[src/kls_pkg.sv]
// Package of shared types, constants and the keyword lookup for the keyword lexer.
package kls_pkg;

  localparam int unsigned SourceBytes = 1048576;
  localparam int unsigned PosW = $clog2(SourceBytes + 1);
  localparam logic [20:0] LenCap = 21'd1048576;
  localparam logic [19:0] StartCap = 20'hFFFFF;

  localparam logic [5:0] KindIdent = 6'd0;
  localparam logic [5:0] KindNumber = 6'd1;
  localparam logic [5:0] KindString = 6'd2;

  typedef enum logic [2:0] {
    MODE_IDLE, MODE_COMMENT, MODE_STRING, MODE_NUMBER, MODE_WORD
  } mode_t;

  typedef enum logic [2:0] {
    PH_UNDECIDED, PH_ZERO, PH_ZEROX, PH_OCT, PH_DEC, PH_HEX
  } phase_t;

  // One pending token, classified by the front end; the back end resolves it.
  typedef struct packed {
    logic [1:0]  kind_sel;  // 0 word, 1 number, 2 string
    logic [19:0] start;
    logic [20:0] length;
    logic [63:0] chars;
    logic [63:0] mag;
    logic        neg;
    logic        ovf;
    logic        last;
  } tok_t;

  localparam logic [1:0] SelWord = 2'd0;
  localparam logic [1:0] SelNumber = 2'd1;
  localparam logic [1:0] SelString = 2'd2;

  typedef struct packed {
    logic [5:0]  kind;
    logic [19:0] start;
    logic [20:0] length;
    logic [63:0] value;
    logic        last;
  } res_t;

  function automatic logic [63:0] pack_str(input string s);
    logic [63:0] p;
    p = '0;
    for (int i = 0; i < 8; i++) begin
      if (i < s.len()) p[8*i +: 8] = s[i];
    end
    return p;
  endfunction

  function automatic logic [5:0] keyword_kind(input logic [63:0] w, input logic [20:0] n);
    logic [5:0] k;
    k = KindIdent;
    if (n != 21'd0 && n <= 21'd8) begin
      case (w)
        pack_str("a"): k = 6'd3;        pack_str("an"): k = 6'd4;
        pack_str("if"): k = 6'd5;       pack_str("it"): k = 6'd6;
        pack_str("end"): k = 6'd7;      pack_str("add"): k = 6'd8;
        pack_str("pop"): k = 6'd9;      pack_str("call"): k = 6'd10;
        pack_str("from"): k = 6'd11;    pack_str("into"): k = 6'd12;
        pack_str("less"): k = 6'd13;    pack_str("load"): k = 6'd14;
        pack_str("move"): k = 6'd15;    pack_str("push"): k = 6'd16;
        pack_str("with"): k = 6'd17;    pack_str("byte"): k = 6'd18;
        pack_str("char"): k = 6'd19;    pack_str("halt"): k = 6'd20;
        pack_str("exit"): k = 6'd20;    pack_str("equal"): k = 6'd21;
        pack_str("print"): k = 6'd22;   pack_str("store"): k = 6'd23;
        pack_str("short"): k = 6'd24;   pack_str("shift"): k = 6'd25;
        pack_str("define"): k = 6'd26;  pack_str("return"): k = 6'd27;
        pack_str("while"): k = 6'd28;   pack_str("bitor"): k = 6'd29;
        pack_str("long"): k = 6'd30;    pack_str("compare"): k = 6'd31;
        pack_str("greater"): k = 6'd32; pack_str("syscall"): k = 6'd33;
        pack_str("integer"): k = 6'd34; pack_str("bitand"): k = 6'd35;
        pack_str("bitxor"): k = 6'd36;  pack_str("subtract"): k = 6'd37;
        pack_str("multiply"): k = 6'd38; pack_str("divide"): k = 6'd39;
        pack_str("boolean"): k = 6'd40; pack_str("global"): k = 6'd41;
        pack_str("bitnot"): k = 6'd42;
        default: k = KindIdent;
      endcase
      // Packed spelling length equals the nonzero byte count, so check it.
      if (k != KindIdent) begin
        for (int i = 0; i < 8; i++) begin
          if ((w[8*i +: 8] != 8'd0) != (21'(i) < n)) k = KindIdent;
        end
      end
    end
    return k;
  endfunction

endpackage

[src/kls_front.sv]
// Front end of the lexer: scans bytes and produces pending tokens.
module kls_front import kls_pkg::*; (
  input  logic       clk,
  input  logic       rst,
  input  logic       in_valid,
  input  logic [7:0] src_byte,
  input  logic       final_byte,
  output logic       in_ready,
  output logic       tok_valid0,
  output tok_t       tok0,
  output logic       tok_valid1,
  output tok_t       tok1,
  input  logic       room2
);

  mode_t mode, mode_next;
  logic minus_pending, minus_pending_next;
  logic [PosW-1:0] byte_position, byte_position_next;
  logic [19:0] start_offset, start_offset_next;
  logic [20:0] run_length, run_length_next;
  logic [63:0] word_chars, word_chars_next;
  logic [63:0] magnitude, magnitude_next;
  phase_t phase, phase_next;
  logic fneg, fstop, fovf, fneg_next, fstop_next, fovf_next;

  assign in_ready = room2;

  function automatic logic is_dig(input logic [7:0] c);
    return c >= "0" && c <= "9";
  endfunction
  function automatic logic is_alp(input logic [7:0] c);
    return (c >= "a" && c <= "z") || (c >= "A" && c <= "Z");
  endfunction
  function automatic logic [4:0] dval(input logic [7:0] c);
    if (is_dig(c)) return 5'(c - "0");
    if (c >= "a" && c <= "f") return 5'(c - "a" + 8'd10);
    if (c >= "A" && c <= "F") return 5'(c - "A" + 8'd10);
    return 5'd31;
  endfunction

  tok_t cur;
  always_comb begin
    cur.kind_sel = (mode == MODE_NUMBER) ? SelNumber :
                   (mode == MODE_STRING) ? SelString : SelWord;
    cur.start = start_offset;
    cur.length = run_length;
    cur.chars = word_chars;
    cur.mag = magnitude;
    cur.neg = fneg;
    cur.ovf = fovf;
    cur.last = 1'b0;
  end

  logic [19:0] pos20;
  logic [63:0] acc_cap;
  logic [4:0] dd;
  logic [4:0] rdx;
  logic acc_do;

  always_comb begin
    logic [7:0] c;
    logic pend, fl_mode, idle_go;
    c = src_byte;
    pos20 = (byte_position > PosW'(StartCap)) ? StartCap : byte_position[19:0];
    mode_next = mode; minus_pending_next = minus_pending;
    start_offset_next = start_offset; run_length_next = run_length;
    word_chars_next = word_chars; magnitude_next = magnitude; phase_next = phase;
    fneg_next = fneg; fstop_next = fstop; fovf_next = fovf;
    tok_valid0 = 1'b0; tok0 = cur; tok_valid1 = 1'b0; tok1 = cur;
    idle_go = 1'b0; pend = 1'b0; fl_mode = 1'b0;
    acc_do = 1'b0; rdx = 5'd10; dd = dval(c);
    acc_cap = '0;
    byte_position_next = (byte_position < PosW'(SourceBytes)) ?
                         byte_position + 1'b1 : byte_position;
    case (mode)
      MODE_COMMENT: if (c == 8'h0A) mode_next = MODE_IDLE;
      MODE_STRING: begin
        if (c == "\"") begin
          tok_valid0 = 1'b1; mode_next = MODE_IDLE;
        end else if (run_length < LenCap) begin
          run_length_next = run_length + 1'b1;
        end
      end
      MODE_NUMBER: begin
        if (is_dig(c) || is_alp(c)) begin
          if (run_length < LenCap) run_length_next = run_length + 1'b1;
          pend = 1'b1;
        end else begin
          tok_valid0 = 1'b1; idle_go = 1'b1;
        end
      end
      MODE_WORD: begin
        if (is_dig(c) || is_alp(c) || c == "_") begin
          if (run_length < 21'd8) word_chars_next[8*run_length[2:0] +: 8] = c;
          if (run_length < LenCap) run_length_next = run_length + 1'b1;
        end else begin
          tok_valid0 = 1'b1; idle_go = 1'b1;
        end
      end
      default: idle_go = 1'b1;
    endcase
    if (idle_go) begin
      mode_next = MODE_IDLE;
      if (minus_pending && is_dig(c)) begin
        minus_pending_next = 1'b0;
        mode_next = MODE_NUMBER; run_length_next = 21'd2;
        magnitude_next = '0; phase_next = PH_UNDECIDED;
        fneg_next = 1'b1; fstop_next = 1'b0; fovf_next = 1'b0; pend = 1'b1;
      end else begin
        minus_pending_next = 1'b0;
        if (c == "#") mode_next = MODE_COMMENT;
        else if (c == "\"") begin
          // The string body starts one past the quote; the offset saturates.
          mode_next = MODE_STRING; run_length_next = '0;
          start_offset_next = (pos20 == StartCap) ? StartCap : pos20 + 1'b1;
        end else if (is_dig(c)) begin
          mode_next = MODE_NUMBER; start_offset_next = pos20; run_length_next = 21'd1;
          magnitude_next = '0; phase_next = PH_UNDECIDED;
          fneg_next = 1'b0; fstop_next = 1'b0; fovf_next = 1'b0; pend = 1'b1;
        end else if (c == "-") begin
          minus_pending_next = 1'b1; start_offset_next = pos20;
        end else if (is_alp(c) || c == "_") begin
          mode_next = MODE_WORD; start_offset_next = pos20; run_length_next = 21'd1;
          word_chars_next = {56'd0, c};
        end
      end
    end
    // Digit feed: uses the running phase and flags, or a new token's.
    if (pend) begin
      phase_t ph;
      logic st;
      ph = (mode == MODE_NUMBER && !idle_go) ? phase : PH_UNDECIDED;
      st = (mode == MODE_NUMBER && !idle_go) ? fstop : 1'b0;
      if (!st) begin
        case (ph)
          PH_UNDECIDED: begin
            if (c == "0") phase_next = PH_ZERO;
            else if (dd < 5'd10) begin phase_next = PH_DEC; acc_do = 1'b1; rdx = 5'd10; end
            else fstop_next = 1'b1;
          end
          PH_ZERO: begin
            if (c == "x" || c == "X") phase_next = PH_ZEROX;
            else if (dd < 5'd8) begin phase_next = PH_OCT; acc_do = 1'b1; rdx = 5'd8; end
            else fstop_next = 1'b1;
          end
          PH_ZEROX: begin
            if (dd < 5'd16) begin phase_next = PH_HEX; acc_do = 1'b1; rdx = 5'd16; end
            else begin magnitude_next = '0; fstop_next = 1'b1; end
          end
          PH_OCT: if (dd < 5'd8) begin acc_do = 1'b1; rdx = 5'd8; end else fstop_next = 1'b1;
          PH_DEC: if (dd < 5'd10) begin acc_do = 1'b1; rdx = 5'd10; end else fstop_next = 1'b1;
          default: if (dd < 5'd16) begin acc_do = 1'b1; rdx = 5'd16; end
                   else fstop_next = 1'b1;
        endcase
      end
      if (acc_do && !fovf_next) begin
        logic [63:0] m;
        m = (mode == MODE_NUMBER && !idle_go) ? magnitude : 64'd0;
        acc_cap = fneg_next ? 64'h8000000000000000 : 64'h7FFFFFFFFFFFFFFF;
        // m*rdx + d > cap  <=>  overflow; compare in 69 bits (constant radix shifts).
        begin
          logic [68:0] full;
          case (rdx)
            5'd8:  full = {5'd0, m} << 3;
            5'd16: full = {5'd0, m} << 4;
            default: full = ({5'd0, m} << 3) + ({5'd0, m} << 1);
          endcase
          full = full + 69'(dd);
          if (full > {5'd0, acc_cap}) fovf_next = 1'b1;
          else magnitude_next = full[63:0];
        end
      end
    end
    fl_mode = (mode_next == MODE_NUMBER) || (mode_next == MODE_WORD) ||
              (mode_next == MODE_STRING);
    if (final_byte) begin
      tok_t t;
      t.kind_sel = (mode_next == MODE_NUMBER) ? SelNumber :
                   (mode_next == MODE_STRING) ? SelString : SelWord;
      t.start = start_offset_next; t.length = run_length_next;
      t.chars = word_chars_next; t.mag = magnitude_next;
      t.neg = fneg_next; t.ovf = fovf_next; t.last = 1'b1;
      if (fl_mode) begin
        if (tok_valid0) begin tok_valid1 = 1'b1; tok1 = t; end
        else begin tok_valid0 = 1'b1; tok0 = t; end
      end else begin
        tok0.last = 1'b1;
      end
      mode_next = MODE_IDLE; minus_pending_next = 1'b0; byte_position_next = '0;
      start_offset_next = '0; run_length_next = '0; word_chars_next = '0;
      magnitude_next = '0; phase_next = PH_UNDECIDED;
      fneg_next = 1'b0; fstop_next = 1'b0; fovf_next = 1'b0;
    end else if (!tok_valid1) begin
      tok0.last = 1'b1;
    end
    if (!(in_valid && room2)) begin
      tok_valid0 = 1'b0; tok_valid1 = 1'b0;
    end
  end

  always_ff @(posedge clk) begin
    if (rst) begin
      mode <= MODE_IDLE; minus_pending <= 1'b0; byte_position <= '0;
      start_offset <= '0; run_length <= '0; word_chars <= '0; magnitude <= '0;
      phase <= PH_UNDECIDED; fneg <= 1'b0; fstop <= 1'b0; fovf <= 1'b0;
    end else if (in_valid && room2) begin
      mode <= mode_next; minus_pending <= minus_pending_next;
      byte_position <= byte_position_next; start_offset <= start_offset_next;
      run_length <= run_length_next; word_chars <= word_chars_next;
      magnitude <= magnitude_next; phase <= phase_next;
      fneg <= fneg_next; fstop <= fstop_next; fovf <= fovf_next;
    end
  end

endmodule

[src/kls_queue.sv]
// Short token queue between front end and back end; takes up to two per cycle.
module kls_queue import kls_pkg::*; (
  input  logic clk,
  input  logic rst,
  input  logic wr0,
  input  tok_t d0,
  input  logic wr1,
  input  tok_t d1,
  output logic room2,
  output logic rd_valid,
  output tok_t rd_data,
  input  logic rd
);

  localparam int Depth = 4;
  tok_t mem [Depth];
  logic [1:0] wp, rp;
  logic [2:0] cnt;
  logic do_rd;

  assign room2 = cnt <= 3'(Depth - 2);
  assign rd_valid = cnt != 3'd0;
  assign rd_data = mem[rp];
  assign do_rd = rd && rd_valid;

  always_ff @(posedge clk) begin
    if (wr0) mem[wp] <= d0;
    if (wr1) mem[wp + 2'd1] <= d1;
  end

  always_ff @(posedge clk) begin
    if (rst) begin
      wp <= '0; rp <= '0; cnt <= '0;
    end else begin
      wp <= wp + 2'(wr0) + 2'(wr1);
      rp <= rp + 2'(do_rd);
      cnt <= cnt + 3'(wr0) + 3'(wr1) - 3'(do_rd);
    end
  end

  assert property (@(posedge clk) disable iff (rst) cnt <= 3'(Depth))
    else $error("token queue count beyond depth");
  assert property (@(posedge clk) disable iff (rst) wr1 |-> wr0)
    else $error("second token written without first");
  assert property (@(posedge clk) disable iff (rst) (wr0 || wr1) |-> $past(room2) || room2)
    else $error("token written without room");

endmodule

[src/kls_back.sv]
// Back end: resolves keyword kind and signed value, holds the result register.
module kls_back import kls_pkg::*; (
  input  logic clk,
  input  logic rst,
  input  logic in_valid,
  input  tok_t tok,
  output logic in_take,
  output logic out_valid,
  output res_t res,
  input  logic out_pop
);

  res_t r;
  always_comb begin
    r.kind = (tok.kind_sel == SelNumber) ? KindNumber :
             (tok.kind_sel == SelString) ? KindString : keyword_kind(tok.chars, tok.length);
    r.start = tok.start;
    r.length = tok.length;
    if (tok.kind_sel != SelNumber) r.value = '0;
    else if (tok.ovf) r.value = tok.neg ? 64'h8000000000000000 : 64'h7FFFFFFFFFFFFFFF;
    else r.value = tok.neg ? 64'd0 - tok.mag : tok.mag;
    r.last = tok.last;
  end

  assign in_take = in_valid && (!out_valid || out_pop);

  always_ff @(posedge clk) begin
    if (rst) out_valid <= 1'b0;
    else if (in_take) out_valid <= 1'b1;
    else if (out_pop) out_valid <= 1'b0;
  end

  always_ff @(posedge clk) begin
    if (in_take) res <= r;
  end

  assert property (@(posedge clk) disable iff (rst)
    (out_valid && !out_pop) |=> out_valid && $stable(res))
    else $error("result changed while waiting");
  assert property (@(posedge clk) disable iff (rst)
    out_valid && res.kind != KindNumber |-> res.value == 64'd0)
    else $error("nonzero value on non-number");
  assert property (@(posedge clk) disable iff (rst) in_take |-> in_valid)
    else $error("take without token");

endmodule

[src/keyword_lexer_stream.sv]
// Top level of the streaming keyword lexer.
// One source byte is taken per cycle while full is low, back to back; each byte's
// scan, radix accumulate and token cut happen in that cycle in the front end.
// Finished tokens pass a four-entry queue to the back end, which looks up the
// keyword kind and forms the signed value into a result register; a byte may
// cause up to two tokens, so full rises when fewer than two entries are free.
// Results drain one per cycle on pop, so the sustained rate is one byte per cycle
// whenever results are taken as fast as they are made. run_end marks the last
// token caused by one byte. A final byte flushes any pending token and restarts
// offsets at zero. No clearing pass follows reset.
module keyword_lexer_stream import kls_pkg::*; (
  input  logic        clk,
  input  logic        rst,
  input  logic        push,
  output logic        full,
  input  logic [7:0]  src_byte,
  input  logic        final_byte,
  output logic        empty,
  input  logic        pop,
  output logic [5:0]  token_kind,
  output logic [19:0] token_start,
  output logic [20:0] token_length,
  output logic signed [63:0] number_value,
  output logic        run_end
);

  logic in_ready, room2, tv0, tv1, q_valid, q_take, out_valid;
  tok_t t0, t1, q_tok;
  res_t res;

  kls_front u_front (
    .clk, .rst, .in_valid(push), .src_byte, .final_byte, .in_ready,
    .tok_valid0(tv0), .tok0(t0), .tok_valid1(tv1), .tok1(t1), .room2
  );

  kls_queue u_queue (
    .clk, .rst, .wr0(tv0), .d0(t0), .wr1(tv1), .d1(t1), .room2,
    .rd_valid(q_valid), .rd_data(q_tok), .rd(q_take)
  );

  kls_back u_back (
    .clk, .rst, .in_valid(q_valid), .tok(q_tok), .in_take(q_take),
    .out_valid, .res, .out_pop(pop)
  );

  // The input side stalls only on lack of queue room for a two-token transfer.
  assign full = !in_ready;
  assign empty = !out_valid;
  assign token_kind = res.kind;
  assign token_start = res.start;
  assign token_length = res.length;
  assign number_value = res.value;
  assign run_end = res.last;

endmodule
[config.mk]
export PLATFORM = sky130hd
export DESIGN_NAME = keyword_lexer_stream
export DESIGN_NICKNAME = d
export VERILOG_FILES = /design/src/kls_pkg.sv /design/src/kls_front.sv /design/src/kls_queue.sv /design/src/kls_back.sv /design/src/keyword_lexer_stream.sv
export SDC_FILE = /design/constraint.sdc
export NUM_CORES = 2
export LEC_CHECK = 0
export ABC_CLOCK_PERIOD_IN_PS = 28400
export BUFFER_PORTS_ARGS = -buffer_cell sky130_fd_sc_hd__clkbuf_2
export CAP_MARGIN = 15
export CORE_ASPECT_RATIO = 0.5
export CORE_MARGIN = 4
export CORE_UTILIZATION = 25
export CTS_BUF_LIST = sky130_fd_sc_hd__clkbuf_16
export DETAILED_ROUTE_END_ITERATION = 7
export GPL_ROUTABILITY_DRIVEN = 0
export PLACE_DENSITY = 0.43
export SLEW_MARGIN = 20
export SYNTH_ARGS = -nofsm -noshare
export SYNTH_HDL_FRONTEND = slang
export SYNTH_SLANG_ARGS = --single-unit
export TNS_END_PERCENT = 20
[constraint.sdc]
create_clock -name clk -period 28.4 [get_ports clk]
set_input_delay 5.68 -clock clk [delete_from_list [all_inputs] [get_ports clk]]
set_output_delay 5.68 -clock clk [all_outputs]
set_load 0.01 [all_outputs]
# Word-level counts from Yosys, hierarchy flattened
# Memory sizes are Yosys's and may differ from the RTL's. A register that Yosys moved wholly into a read port is not among the register bits.
# Index checks and enable logic that the tools add are counted.
[word_totals] register_bits=320 ramBits=696 inputBits=13 output_inout_bits=114 wordCells=386 mem_count=1
[classes] addsub=19 magnitude_cmp=26 eq_ne=74 shifts=2 n_mux=197 bitwise_logic=1 n_reduce_logical=45
[memory_table] memory="u_queue.mem" depth=4 word_bits=174 read_ports=1 rd_ports_with_merged_regs=1 write_ports=2 line_no="kls_queue.sv:16" text="tok_t mem [Depth];"
[ops] cell="2-to-1 mux 64 bit" count=28
[ops] cell="equality test 64 x 31 -> 1 bit, second input constant" count=13
[ops] cell="2-to-1 mux 174 bit" count=4
[ops] cell="equality test 64 x 39 -> 1 bit, second input constant" count=7
[ops] cell="equality test 64 x 47 -> 1 bit, second input constant" count=7
[ops] cell="2-to-1 mux 173 bit" count=2
[ops] cell="equality test 64 x 55 -> 1 bit, second input constant" count=5
[ops] cell="2-to-1 mux 21 bit" count=14
[ops] cell="case mux 6 bit (40 select lines)" count=1
[ops] cell="2-to-1 mux 20 bit" count=10
[ops] cell="equality test 64 x 15 -> 1 bit, second input constant" count=3
[ops] cell="equality test 64 x 23 -> 1 bit, second input constant" count=3
[ops] cell="2-to-1 mux 69 bit" count=2
[ops] cell="case mux 69 bit (2 select lines)" count=1
[ops] cell="equality test 64 x 63 -> 1 bit, second input constant" count=2
[ops] cell="< comparator 3 x 21 -> 1 bit, first input constant" count=4
[ops] cell="2-to-1 mux 1 bit" count=74
[ops] cell="2-to-1 mux 3 bit" count=24
[ops] cell="adder 69 x 5 -> 69 bit" count=1
[ops] cell="> comparator 69 x 64 -> 1 bit" count=1
[ops] cell="adder 67 x 65 -> 68 bit" count=1
[ops] cell="bitwise mux 64 bit" count=1
[ops] cell="equality test 64 x 7 -> 1 bit, second input constant" count=1
[ops] cell="nonzero test 8 bit" count=8
[ops] cell="60 further kinds" count=147

# Longest topological paths before layout
[logic_depth] depth_word=27 mapped_depth=52 ltp_nobuf=42

# Cells and area by module
# Synthesis repeated with hierarchy kept, for this count alone.
[hier_totals] hier_cells=6204 area_unflattened_um2=65975.8
[modules_own_cells] mod="kls_queue" n_inst=1 cells_each=1725 area_each_um2=33707.3 seq_area_each_um2=21040.2
[modules_own_cells] mod="kls_front" n_inst=1 cells_each=3554 area_each_um2=24049.3 seq_area_each_um2=4003.8
[modules_own_cells] mod="kls_back" n_inst=1 cells_each=923 area_each_um2=8211.6 seq_area_each_um2=3383.2
[modules_own_cells] mod="keyword_lexer_stream" n_inst=1 cells_each=2 area_each_um2=7.5 seq_area_each_um2=0.0

# Worst setup path before layout
# Ideal clock, no wire load.
[synth_timing] path_type="input -> register" from="input port src_byte[0]" to="memory u_queue.mem[0][0] in the netlist's numbering (enable)" setup_time_ns=0.964 arrival_ns=21.835 required_ns=27.436 slack_ns=5.601 path_stages=16 n_path_buf=3 path_cell_list="clkbuf_1 -> inv_1 -> ha_1 -> o21bai_1 -> a21o_1 -> o21ai_0 -> clkbuf_1 -> o311ai_1 -> and2_0 -> clkbuf_1 -> nand2_1 -> o211ai_1 -> inv_1 -> a31oi_1 -> o21ai_0 -> o31ai_1"
[synth_lines] element="start, declared" line_no="keyword_lexer_stream.sv:16" text="input logic [7:0] src_byte,"
[synth_lines] element="end, declared" line_no="kls_queue.sv:16"

==> results.ini <==
[logic_synthesis]
synth_seq_cells=1016
synth.largest_area_cell=edfxtp_1
synth_cell_types=99
synth_edf_count=808
syn_area_per_cell_um2=10.2
ys.flop_type=edfxtp_1
yosys_warnings=0
synth_top_area_share=0.402
synthesis.area_mm2=0.0603
synthCells=5910
async_flop_share=0
syn_nets=6053
synth_seq_area_share=0.471
synth_area_leaders=edfxtp_1 (40%), dfxtp_1 (6.9%), mux4_2 (6.3%), a22o_1 (5.0%), nor2_1 (4.1%)

[timing]
max-slew-margin-rel=0.241
slew_viol_final=0
tns_ns=0
rsz0062_at_grt=false
fin_skew_ns=0.0580
tightest_slew_ns=1.13
min_period_ns=19.67
setup_violations=0
post-route-period-util=0.693
timing.hold.ws_ns=0.508
fmax_mhz=50.8
final-hold-violation-count=0

[route]
drcViolationCount=0
num_vias=48200
wl_um=219000
antenna_left=0
vias_per_cell=5.28
wl_per_cell_um=23.9
dr.first_iter.drc_count=4447
drtPass1Iterations=7

[layout]
final_cell_mix=edfxtp_1 (808), nor2_1 (652), nand2_1 (561), a21oi_1 (377), a22o_1 (341)
stdcell_area_mm2=0.0677
utilization=0.282
layout_commonest_cell=edfxtp_1
layout-drive-gt1-share=0.126
syn2layout_area_growth_pct=12.3
fin_nets=5963
fillers=25000

[placed_design]
dpl_cell_area_mm2=0.0643
port_buffers=126
hpwl_um=151000

[floorplanning]
num_rows=127
pin_count=127
die_h_um=355
die_w_um=703
initial_utilization=0.252
dieArea_mm2=0.250
core_mm2=0.240

[min_path]
hp-class=reg2reg

[critical_path]
crit_required_ns=28.99
criticalPathCategory=in2reg
endpoint_kind=register
cp_slowest_cell=o31ai_1
critical_path.most_common_cell=a21oi_1
slowest_delay_ns=0.92
startpoint_type=primary input
critPathMaxFanout=92
cp.arrival_ns=20.26

[global_route]
grt_start_max_net_pins=117
grt_usage=0.170
grt_overflow=0
grt_pass1_vias=47000
antenna_found_initial=2
grt_pass1_wl_um=323000

[run_status]
status=finished clean

[clock_network]
numCtsBuffers=106
clock_sinks=1016
cts_root_buffer=clkbuf_16
path_clk_slew_ns=0.06
cts_htree_levels=3
ctsResizeCount=0
post_cts_buffers=0
hold_buffers=0
cts.path.max_buffers=3
cts_tree=built
clk_latency_ns=0.75

[power]
p_per_area_mw_per_mm2=63.6
ir_drop_mv=0.0510
p_leak_nw=23.0

[job]
drv_cap=0

[where the power goes]
part	internal (mW)	switching [mW]
Sequential	1.76	0.0635
Clock	0.762	0.638
Combinational	0.368	0.719
[metal layers]
| metal | share of wire | global-route usage |
|---|---|---|
| met4 | 0.023 | 0.0382 |
| met2 | 0.48 | 0.290 |
| met1 | 0.45 | 0.232 |
| met3 | 0.045 | 0.0173 |
| met5 | 0 | 0 |
[final timing paths]
check / startpoint / to / slack (ns) / depth (start not counted)
min: u_front.word_chars[7]$_SDFFE_PP0P_ / u_front.word_chars[7]$_SDFFE_PP0P_ / 0.51 / 1
min reg2reg: u_front.word_chars[7]$_SDFFE_PP0P_ / u_front.word_chars[7]$_SDFFE_PP0P_ / 0.51 / 1
max reg2reg: u_front.mode[0]$_SDFFE_PP0P_ / u_queue.mem[1][49]$_DFFE_PP_ / 15.01 / 36
max: src_byte[1] / u_queue.mem[1][49]$_DFFE_PP_ / 8.73 / 42
[critical path: cells and delay by family]
family | cells | cell delay (ns)
and+or+nand+nor | 13 | 4.22
adders and majority gates | 4 | 1.18
xor gates and xnor gates | 2 | 0.63
AOI/OAI and AO/OA | 15 | 4.99
buffers and inverters | 8 | 3.32
[sequential cells by signal, summed over array words and instances (netlist names)]
signal	cells
u_front.minus_pending	1
u_front.fovf	1
u_front.byte_position	21
u_queue.wp	2
u_front.phase	3
u_front.mode	3
u_queue.mem	696
u_front.word_chars	64
u_front.magnitude	64
u_queue.cnt	3
u_back.res	112
u_back.out_valid	1
u_front.fstop	1
u_queue.rp	2
u_front.start_offset	20
u_front.run_length	21
u_front.fneg	1
[final cells by class]
type | instances | area [µm²] | share of cell area
multi-input cells | 4364 | 29900 | 0.442
flip-flops and latches | 1016 | 28400 | 0.420
well taps | 3225 | 4040 | 0.0596
clock buffers | 107 | 2680 | 0.0395
repair buffers | 238 | 1540 | 0.0228
clock inverters | 92 | 733 | 0.0108
inverters | 94 | 353 | 0.00521
diodes | 1 | 2.50 | 0.0000370
[synthesized netlist by cell type, types with 59 or more instances]
master and instances:
a21o_1 86, a21oi_1 380, a22o_1 341, a22oi_1 67
and2_1 108, and3_1 68, buf_2 59, clkbuf_1 312
dfxtp_1 208, edfxtp_1 808, ha_1 125, inv_1 93
mux2_2 91, mux4_2 170, nand2_1 562, nand3_1 129
nand4_1 95, nor2_1 661, nor3_1 147, nor4_1 72
o21ai_0 331, xnor2_1 94, xor2_1 63
[kinds of logic after synthesis]
group,synth area share
simple gates,0.174
xor+xnor,0.0228
fa+ha+maj,0.0281
mux,0.0849
compound gates,0.182
flops,0.471
buf+inv,0.0364
[stage by stage]
stage	setup WS [ns]	cells	total power, mW
final	8.73	9137	4.31
after global routing	7.68	9137	4.51
after floorplan	5.60	5910	2.55
after detailed placement	8.35	8936	2.97
after CTS	9.06	9135	4.38
after global placement	8.43	8936	2.97
No activity file was read; power rests on OpenSTA's default activity.
